File: src/rtl/assert_macros.svh
// Assertion helpers shared by the tracker modules.
`ifndef ASSERT_MACROS_SVH
`define ASSERT_MACROS_SVH

// Property that must hold at every clock edge out of reset.
`define FRT_ASSERT(lbl, clk, rst_n, prop) \
  lbl: assert property (@(posedge clk) disable iff (!rst_n) (prop)) \
    else $error("%m: assertion failed");

// Antecedent in one cycle implies consequent in the next.
`define FRT_ASSERT_NEXT(lbl, clk, rst_n, ante, cons) \
  lbl: assert property (@(posedge clk) disable iff (!rst_n) (ante) |=> (cons)) \
    else $error("%m: assertion failed");

`endif

File: src/rtl/frt_pkg.sv
package frt_pkg;

  localparam int MAX_RANGES  = 16;
  localparam int OFFSET_BITS = 32;
  localparam int IDX_W       = $clog2(MAX_RANGES);
  localparam int CNT_W       = $clog2(MAX_RANGES + 1);

  localparam logic [1:0] ST_MERGED = 2'd0;
  localparam logic [1:0] ST_FULL   = 2'd1;
  localparam logic [1:0] ST_ZERO   = 2'd2;

  typedef struct packed {
    logic [31:0] range_begin;
    logic [15:0] range_length;
  } in_t;

  typedef struct packed {
    logic [1:0]  status;
    logic [4:0]  range_count;
    logic [31:0] bytes_received;
    logic        complete;
  } out_t;

  typedef struct packed {
    logic [OFFSET_BITS-1:0] start;
    logic [OFFSET_BITS:0]   stop;
  } entry_t;

  localparam int ENTRY_W = $bits(entry_t);

  typedef enum logic [1:0] {
    S_IDLE,
    S_EVAL,
    S_TAIL,
    S_DONE
  } state_t;

  typedef struct packed {
    logic accept;
    logic eval;
    logic tail;
    logic emit;
  } cmd_t;

  typedef struct packed {
    logic len_zero;
    logic list_empty;
    logic hold;
    logic last;
    logic out_free;
  } sts_t;

endpackage

File: src/rtl/frt_ram.sv
module frt_ram #(
  parameter int WIDTH = 8,
  parameter int DEPTH = 16,
  parameter int AW    = $clog2(DEPTH)
) (
  input  logic             clk,
  input  logic             we,
  input  logic [AW-1:0]    waddr,
  input  logic [WIDTH-1:0] wdata,
  input  logic             re,
  input  logic [AW-1:0]    raddr,
  output logic [WIDTH-1:0] rdata
);

  logic [WIDTH-1:0] mem [DEPTH];
  logic [WIDTH-1:0] rdata_r;

  always_ff @(posedge clk) begin
    if (we) begin
      mem[waddr] <= wdata;
    end
  end

  always_ff @(posedge clk) begin
    if (re) begin
      rdata_r <= mem[raddr];
    end
  end

  assign rdata = rdata_r;

endmodule

File: src/rtl/frt_ctrl.sv
`include "assert_macros.svh"

module frt_ctrl (
  input  logic          clk,
  input  logic          rst_n,
  input  logic          in_valid,
  input  frt_pkg::sts_t sts,
  output frt_pkg::cmd_t cmd,
  output logic          idle
);

  frt_pkg::state_t state_r, state_nxt;

  always_ff @(posedge clk) begin
    if (!rst_n) begin
      state_r <= frt_pkg::S_IDLE;
    end else begin
      state_r <= state_nxt;
    end
  end

  always_comb begin
    state_nxt = state_r;
    case (state_r)
      frt_pkg::S_IDLE: begin
        if (in_valid) begin
          if (sts.len_zero) begin
            state_nxt = frt_pkg::S_DONE;
          end else if (sts.list_empty) begin
            state_nxt = frt_pkg::S_TAIL;
          end else begin
            state_nxt = frt_pkg::S_EVAL;
          end
        end
      end
      frt_pkg::S_EVAL: begin
        if (!sts.hold && sts.last) begin
          state_nxt = frt_pkg::S_TAIL;
        end
      end
      frt_pkg::S_TAIL: begin
        state_nxt = frt_pkg::S_DONE;
      end
      frt_pkg::S_DONE: begin
        if (sts.out_free) begin
          state_nxt = frt_pkg::S_IDLE;
        end
      end
      default: begin
        state_nxt = frt_pkg::S_IDLE;
      end
    endcase
  end

  always_comb begin
    cmd  = '0;
    idle = 1'b0;
    case (state_r)
      frt_pkg::S_IDLE: begin
        idle       = 1'b1;
        cmd.accept = in_valid;
      end
      frt_pkg::S_EVAL: begin
        cmd.eval = 1'b1;
      end
      frt_pkg::S_TAIL: begin
        cmd.tail = 1'b1;
      end
      frt_pkg::S_DONE: begin
        cmd.emit = sts.out_free;
      end
      default: begin
        cmd = '0;
      end
    endcase
  end

  `FRT_ASSERT_NEXT(a_accept_busy, clk, rst_n, cmd.accept, !idle)
  `FRT_ASSERT_NEXT(a_emit_idle, clk, rst_n, cmd.emit, idle)

endmodule

File: src/rtl/frt_dpath.sv
`include "assert_macros.svh"

module frt_dpath (
  input  logic          clk,
  input  logic          rst_n,
  input  frt_pkg::cmd_t cmd,
  output frt_pkg::sts_t sts,
  input  frt_pkg::in_t  in_data,
  input  logic          cfg_wr,
  input  logic [31:0]   cfg_data,
  input  logic          out_stall,
  output logic          out_valid,
  output frt_pkg::out_t out_data
);

  localparam int OB    = frt_pkg::OFFSET_BITS;
  localparam int CW    = frt_pkg::CNT_W;
  localparam int IW    = frt_pkg::IDX_W;
  localparam int EW    = frt_pkg::ENTRY_W;
  localparam int SUM_W = OB + 2;
  localparam logic [CW-1:0] MAXC = CW'(frt_pkg::MAX_RANGES);

  logic [31:0]    exp_r;
  logic [CW-1:0]  total_r;
  logic [31:0]    bytes_r;
  logic [OB-1:0]  head_start_r;
  logic [OB:0]    head_stop_r;
  logic           bank_r;
  logic [OB-1:0]  cur_b_r;
  logic [OB:0]    cur_e_r;
  logic [CW-1:0]  i_r;
  logic [CW-1:0]  k_r;
  logic           placed_r;
  logic           merged_r;
  logic [31:0]    sum_r;
  frt_pkg::entry_t pend_r;
  logic [1:0]     code_r;
  logic           out_valid_r;
  frt_pkg::out_t  out_data_r;

  logic [EW-1:0]  rd0, rd1;
  frt_pkg::entry_t ent, wdata;
  logic           below, above, hold, we_raw, we_q, re, commit, complete;
  logic [CW-1:0]  i_inc, k_nxt;
  logic [IW-1:0]  raddr;
  logic [OB:0]    diff;
  logic [SUM_W-1:0] sum_add;
  logic [31:0]    sum_nxt;
  frt_pkg::entry_t pend_nxt;

  assign ent   = bank_r ? frt_pkg::entry_t'(rd1) : frt_pkg::entry_t'(rd0);
  assign below = ent.stop < {1'b0, cur_b_r};
  assign above = {1'b0, ent.start} > cur_e_r;
  assign hold  = !below && above && !placed_r;

  assign we_raw = (cmd.eval && (below || above)) || (cmd.tail && !placed_r);
  assign we_q   = we_raw && (k_r < MAXC);
  assign wdata  = (cmd.tail || hold) ? frt_pkg::entry_t'({cur_b_r, cur_e_r}) : ent;

  assign i_inc = i_r + CW'(1);
  assign re    = cmd.accept || (cmd.eval && !hold);
  assign raddr = cmd.eval ? i_inc[IW-1:0] : '0;

  assign diff    = wdata.stop - {1'b0, wdata.start};
  assign sum_add = SUM_W'(sum_r) + SUM_W'(diff);
  assign sum_nxt = !we_q ? sum_r : ((sum_add[SUM_W-1:32] != '0) ? 32'hFFFF_FFFF
                                                                : sum_add[31:0]);
  assign k_nxt    = we_q ? k_r + CW'(1) : k_r;
  assign pend_nxt = (we_q && k_r == '0) ? wdata : pend_r;
  assign commit   = merged_r || (total_r != MAXC);

  assign complete = (total_r == CW'(1)) && (head_start_r == '0) && (exp_r != '0) &&
                    (head_stop_r >= (OB + 1)'(exp_r));

  frt_ram #(.WIDTH(EW), .DEPTH(frt_pkg::MAX_RANGES)) u_bank0 (
    .clk   (clk),
    .we    (we_q && bank_r),
    .waddr (k_r[IW-1:0]),
    .wdata (wdata),
    .re    (re),
    .raddr (raddr),
    .rdata (rd0)
  );

  frt_ram #(.WIDTH(EW), .DEPTH(frt_pkg::MAX_RANGES)) u_bank1 (
    .clk   (clk),
    .we    (we_q && !bank_r),
    .waddr (k_r[IW-1:0]),
    .wdata (wdata),
    .re    (re),
    .raddr (raddr),
    .rdata (rd1)
  );

  always_ff @(posedge clk) begin
    if (!rst_n) begin
      exp_r       <= '0;
      total_r     <= '0;
      bytes_r     <= '0;
      bank_r      <= 1'b0;
      out_valid_r <= 1'b0;
    end else begin
      if (cfg_wr) begin
        exp_r   <= cfg_data;
        total_r <= '0;
        bytes_r <= '0;
      end else if (cmd.tail && commit) begin
        total_r <= k_nxt;
        bytes_r <= sum_nxt;
        bank_r  <= !bank_r;
      end
      if (cmd.emit) begin
        out_valid_r <= 1'b1;
      end else if (!out_stall) begin
        out_valid_r <= 1'b0;
      end
    end
  end

  always_ff @(posedge clk) begin
    if (cmd.accept) begin
      cur_b_r  <= in_data.range_begin[OB-1:0];
      cur_e_r  <= (OB + 1)'(in_data.range_begin[OB-1:0]) + (OB + 1)'(in_data.range_length);
      i_r      <= '0;
      k_r      <= '0;
      placed_r <= 1'b0;
      merged_r <= 1'b0;
      sum_r    <= '0;
      code_r   <= (in_data.range_length == '0) ? frt_pkg::ST_ZERO : frt_pkg::ST_MERGED;
    end else begin
      k_r    <= k_nxt;
      sum_r  <= sum_nxt;
      pend_r <= pend_nxt;
      if (cmd.eval) begin
        if (hold) begin
          placed_r <= 1'b1;
        end else begin
          i_r <= i_inc;
          if (!below && !above) begin
            merged_r <= 1'b1;
            if (ent.start < cur_b_r) begin
              cur_b_r <= ent.start;
            end
            if (ent.stop > cur_e_r) begin
              cur_e_r <= ent.stop;
            end
          end
        end
      end
      if (cmd.tail) begin
        placed_r <= 1'b1;
        code_r   <= commit ? frt_pkg::ST_MERGED : frt_pkg::ST_FULL;
        if (commit) begin
          head_start_r <= pend_nxt.start;
          head_stop_r  <= pend_nxt.stop;
        end
      end
    end
    if (cmd.emit) begin
      out_data_r.status         <= code_r;
      out_data_r.range_count    <= total_r;
      out_data_r.bytes_received <= bytes_r;
      out_data_r.complete       <= complete;
    end
  end

  assign sts.len_zero   = (in_data.range_length == '0);
  assign sts.list_empty = (total_r == '0);
  assign sts.hold       = hold;
  assign sts.last       = (i_inc == total_r);
  assign sts.out_free   = !out_valid_r || !out_stall;

  assign out_valid = out_valid_r;
  assign out_data  = out_data_r;

  `FRT_ASSERT(a_total_bound, clk, rst_n, total_r <= MAXC)
  `FRT_ASSERT(a_write_bound, clk, rst_n, !we_q || (k_r < MAXC))
  `FRT_ASSERT_NEXT(a_hold_once, clk, rst_n, cmd.eval && hold, placed_r)

endmodule

File: src/rtl/fragment_range_tracker.sv
// Sequence: after accept, S_EVAL walks the n stored ranges, pausing once when the
//   fragment becomes a new range ahead of a stored one, then S_TAIL and S_DONE
//   lead to out_valid; an empty list skips S_EVAL, a zero-length fragment goes to S_DONE.
// Throughput: one fragment at a time; the S_EVAL walk reads one entry per cycle
//   over the range RAM read port, except while it pauses to place the fragment.
// Reset: synchronous, active low; clears the range count, expected size and handshakes.
module fragment_range_tracker (
  input  logic          clk,
  input  logic          rst_n,
  input  logic          in_valid,
  output logic          in_stall,
  input  frt_pkg::in_t  in_data,
  output logic          out_valid,
  input  logic          out_stall,
  output frt_pkg::out_t out_data,
  input  logic          cfg_valid,
  output logic          cfg_ready,
  input  logic [31:0]   cfg_data
);

  frt_pkg::cmd_t cmd;
  frt_pkg::sts_t sts;
  logic          idle;

  assign in_stall  = !idle;
  assign cfg_ready = idle && !in_valid;

  frt_ctrl u_ctrl (
    .clk      (clk),
    .rst_n    (rst_n),
    .in_valid (in_valid),
    .sts      (sts),
    .cmd      (cmd),
    .idle     (idle)
  );

  frt_dpath u_dpath (
    .clk       (clk),
    .rst_n     (rst_n),
    .cmd       (cmd),
    .sts       (sts),
    .in_data   (in_data),
    .cfg_wr    (cfg_valid && cfg_ready),
    .cfg_data  (cfg_data),
    .out_stall (out_stall),
    .out_valid (out_valid),
    .out_data  (out_data)
  );

endmodule
File: config.mk
export PLATFORM = sky130hd
export DESIGN_NAME = fragment_range_tracker
export DESIGN_NICKNAME = d
export VERILOG_FILES = /design/src/rtl/frt_pkg.sv /design/src/rtl/frt_ram.sv /design/src/rtl/frt_ctrl.sv /design/src/rtl/frt_dpath.sv /design/src/rtl/fragment_range_tracker.sv
export VERILOG_INCLUDE_DIRS = /design/src /design/src/rtl
export SDC_FILE = /design/constraint.sdc
export NUM_CORES = 2
export LEC_CHECK = 0
export ABC_AREA = 1
export BUFFER_PORTS_ARGS = -buffer_cell sky130_fd_sc_hd__buf_2
export CAP_MARGIN = 20
export CORE_AREA = 2 2 418 420
export CTS_CLUSTER_DIAMETER = 40
export DETAILED_ROUTE_END_ITERATION = 8
export DIE_AREA = 0 0 420 422
export PLACE_DENSITY = 0.78
export RECOVER_POWER = 25
export SYNTH_ARGS = -nofsm -noshare
export SYNTH_HDL_FRONTEND = slang
export SYNTH_SLANG_ARGS = --single-unit
File: constraint.sdc
create_clock -name clk -period 11.38 [get_ports clk]
set_input_delay 0 -clock clk [delete_from_list [all_inputs] [get_ports clk]]
set_output_delay 0 -clock clk [all_outputs]
set_load 0.1 [all_outputs]
==> impl_metrics.yaml <==
status:
  status: "finished, violations left"
  violations: "max-capacitance violations, max-slew violations"
worst_setup_path:
  max_stage_delay_ps: 5340
  setup.worst_path.start_class: "flip-flop"
  path_class: "flip-flop to flip-flop"
  path_buf_inv: 3
  crit_path_cell_trace: "inv_1, ha_1, nand2_1, inv_8, dlymetal6s4s_1, o21ai_0, o221ai_1, o211ai_1, o21ai_0"
  crit_family: "buffers and inverters"
  crit_path_frequent_cell: "o21ai_0"
  cpMaxStageDelayCell: "dlymetal6s4s_1"
  worstPathRequired_ps: 12140
  cp.arrival_ps: 11120
  path_max_fanout: 199
  crit_path_end_kind: "flip-flop"
die:
  die_x_um: 420
  placement_rows: 153
  fp.dieH_um: 422
  core_area_mm2: 0.1729
  start_util_pct: 61.76
  die-area_mm2: 0.1772
  ios: 128
min_path:
  holdCritPathClass: "primary input to flip-flop"
finish:
  nets: 8993
  nFillCells: 10870
  drive_gt1_share_pct: 10.26
  fin_cells: 11220
  synthToLayoutAreaGrowth_pct: 14.89
clock_tree:
  htree_levels: 5
  cts-root-buf: "clkbuf_16"
  ctsLongestPathBuffers: 4
  cts_buffers: 323
  clk_latency_ps: 960
  clkSinkCount: 2564
  clk_pin_slew_ps: 70
  cts_setup_buffers: 0
  cts_tree: "built"
synthesis:
  synth_top_area_share_pct: 68.83
  seq_area_frac_synth_pct: 71.02
  synth_area_leader_cell: "edfxtp_1"
  syn_nets: 8678
  ys_async_sr_fraction_pct: 0
  synthFlopType: "edfxtp_1"
  synth_cells: 8341
  yosys-top-cells-count: "edfxtp_1, nor2_1, nand2_1"
  ys_types: 56
  yosys_register_bits: 2564
  yosysWarnings: 0
  synth_area_mm2: 0.1068
  synthTopCellsByArea: "edfxtp_1, nor2_1, o21ai_0, nand2_1, ha_1"
  yosysMostFrequentCell: "edfxtp_1"
  synth-edff-count: 2447
  avgSynthCellArea_um2: 12.80
global_routing:
  antenna_found_initial: 20
  overflow: 0
  grt_pass1_vias: 73110
  grt_max_degree: 200
  grt_pass1_wl_um: 482000
  track_usage_pct: 37.40
drt:
  drtPass1Iterations: 6
  vias: 76270
  drt_wl_total_um: 336300
  wire_per_inst_um: 29.97
  drc: 0
  via_per_inst: 6.796
  drt_iter0_drc: 12500
  postRouteAntennaNets: 0
placement:
  dp_hpwl_um: 177600
  placedCellCount: 10430
  place_congestion: 0.9889
  port_buffers: 127
timing:
  max_freq_mhz: 96.55
  fin_setup_tns_ps: 0
  timing.final.crit_share_pct: 91.02
  drv_slew: 2014
  hold_violations: 0
  min_period_ps: 10360
  setup_viol: 0
  worst_slew_pin_slew_ps: 7698
  max-slew-margin-rel_pct: -413.2
  rsz0062_at_grt: "false"
  finClkSkew_ps: 83.46
run:
  drv_cap: 43
worst paths after layout:
path                                         from                   endpoint  slack, ps  cells past startpoint
worst min-delay path                  in_data[16]         u_dpath.cur_e_r[0]         40                      5
worst min register to register  u_dpath.code_r[1]       u_dpath.out_data[39]        410                      0
worst max register to register  u_ctrl.state_r[1]  u_dpath.u_bank1.rdata[23]       1020                      9
worst max-delay path            u_ctrl.state_r[1]  u_dpath.u_bank1.rdata[23]       1020                      9
repair_timing:
| action | 4_1_cts | 5_1_grt |
|---|---|---|
| hold endpoints to repair | 196 | 0 |
| hold buffers | 208 | 0 |
| resized for setup | 0 | 0 |
cells in the final DEF (no fill, tap or decap), drive strengths merged, types with 48 or more instances in the layout:
master | netlist | final
edfxtp | 2447 | 2447
nor2 | 1017 | 1017
nand2 | 863 | 863
o21ai | 761 | 761
a21oi | 559 | 559
clkbuf | 444 | 440
inv | 381 | 433
o22ai | 303 | 303
ha | 249 | 249
buf | 76 | 212
dlygate4sd3 | 0 | 208
o311ai | 168 | 168
a221oi | 151 | 151
dfxtp | 117 | 117
nand3 | 115 | 115
a22oi | 107 | 107
clkinv | 2 | 95
or2 | 94 | 94
o211ai | 92 | 92
nor3 | 48 | 48
stage by stage:
step | util (%) | hold slack (ps) | setup slack, ps | area, um^2
CTS | 71.06 | 5.311 | 2055 | 122800
floorplan | - | 138.4 | 3409 | 106800
detailed placement | 63.73 | 292.6 | 2145 | 110200
global route | 70.96 | 46.57 | 659.5 | 122700
global placement | 63.73 | 276.3 | 2225 | 110200
finish | 70.96 | 40.61 | 1022 | 122700
layout make-up:
type / instances / area (um^2) / share of cell area [%]
tap: 2325 / 2909 / 2.372
clock inverter: 211 / 2356 / 1.921
inverter: 383 / 1475 / 1.203
antenna: 5 / 12.51 / 0.01020
timing repair buffer: 510 / 4175 / 3.404
sequential: 2564 / 75830 / 61.82
clock buffer: 351 / 8230 / 6.710
multi-input combinational: 4874 / 27680 / 22.56
cell families after synthesis:
family	count (synthesis)	synth area share, %
flops	2564	71.02
compound gates	2327	13.50
simple gates	2204	8.511
buf+inv	903	3.240
fa+ha+maj	252	2.974
xor+xnor	81	0.6645
mux	10	0.09376
registers in the layout, summed over array words and instances, names as in the netlist:
| register | count |
|---|---|
| u_dpath.u_bank0.mem | 1040 |
| u_dpath.u_bank1.mem | 1040 |
| u_dpath.pend_r | 65 |
| u_dpath.u_bank0.rdata | 65 |
| u_dpath.u_bank1.rdata | 65 |
| u_dpath.out_data | 40 |
| u_dpath.cur_e_r | 33 |
| u_dpath.head_stop_r | 33 |
| u_dpath.bytes_r | 32 |
| u_dpath.cur_b_r | 32 |
| u_dpath.exp_r | 32 |
| u_dpath.head_start_r | 32 |
| u_dpath.sum_r | 32 |
| u_dpath.i_r | 5 |
| u_dpath.k_r | 5 |
| u_dpath.total_r | 5 |
| u_ctrl.state_r | 2 |
| u_dpath.code_r | 2 |
| u_dpath.bank_r | 1 |
| u_dpath.merged_r | 1 |
| u_dpath.out_valid | 1 |
| u_dpath.placed_r | 1 |
worst register-to-register path, delay by kind of cell, from the launching register on:
kind,cells,cell delay [ps]
AO/OA/AOI/OAI,4,2320
adder cells (fa/ha/maj),1,340
buffers and inverters,3,6440
flip-flops,1,340
AND/OR/NAND/NOR,1,770
routing by layer:
metal	GRT usage (%)	routed length, um	vias up
li1	-	-	31980
met5	0	213	-
met4	21.09	21560	26
met3	9.896	47570	1217
met2	56.53	152200	6251
met1	49.42	114700	36790
Power is not shown: default switching activity piles up to over one toggle a cycle in this logic, so the estimate is an artifact.
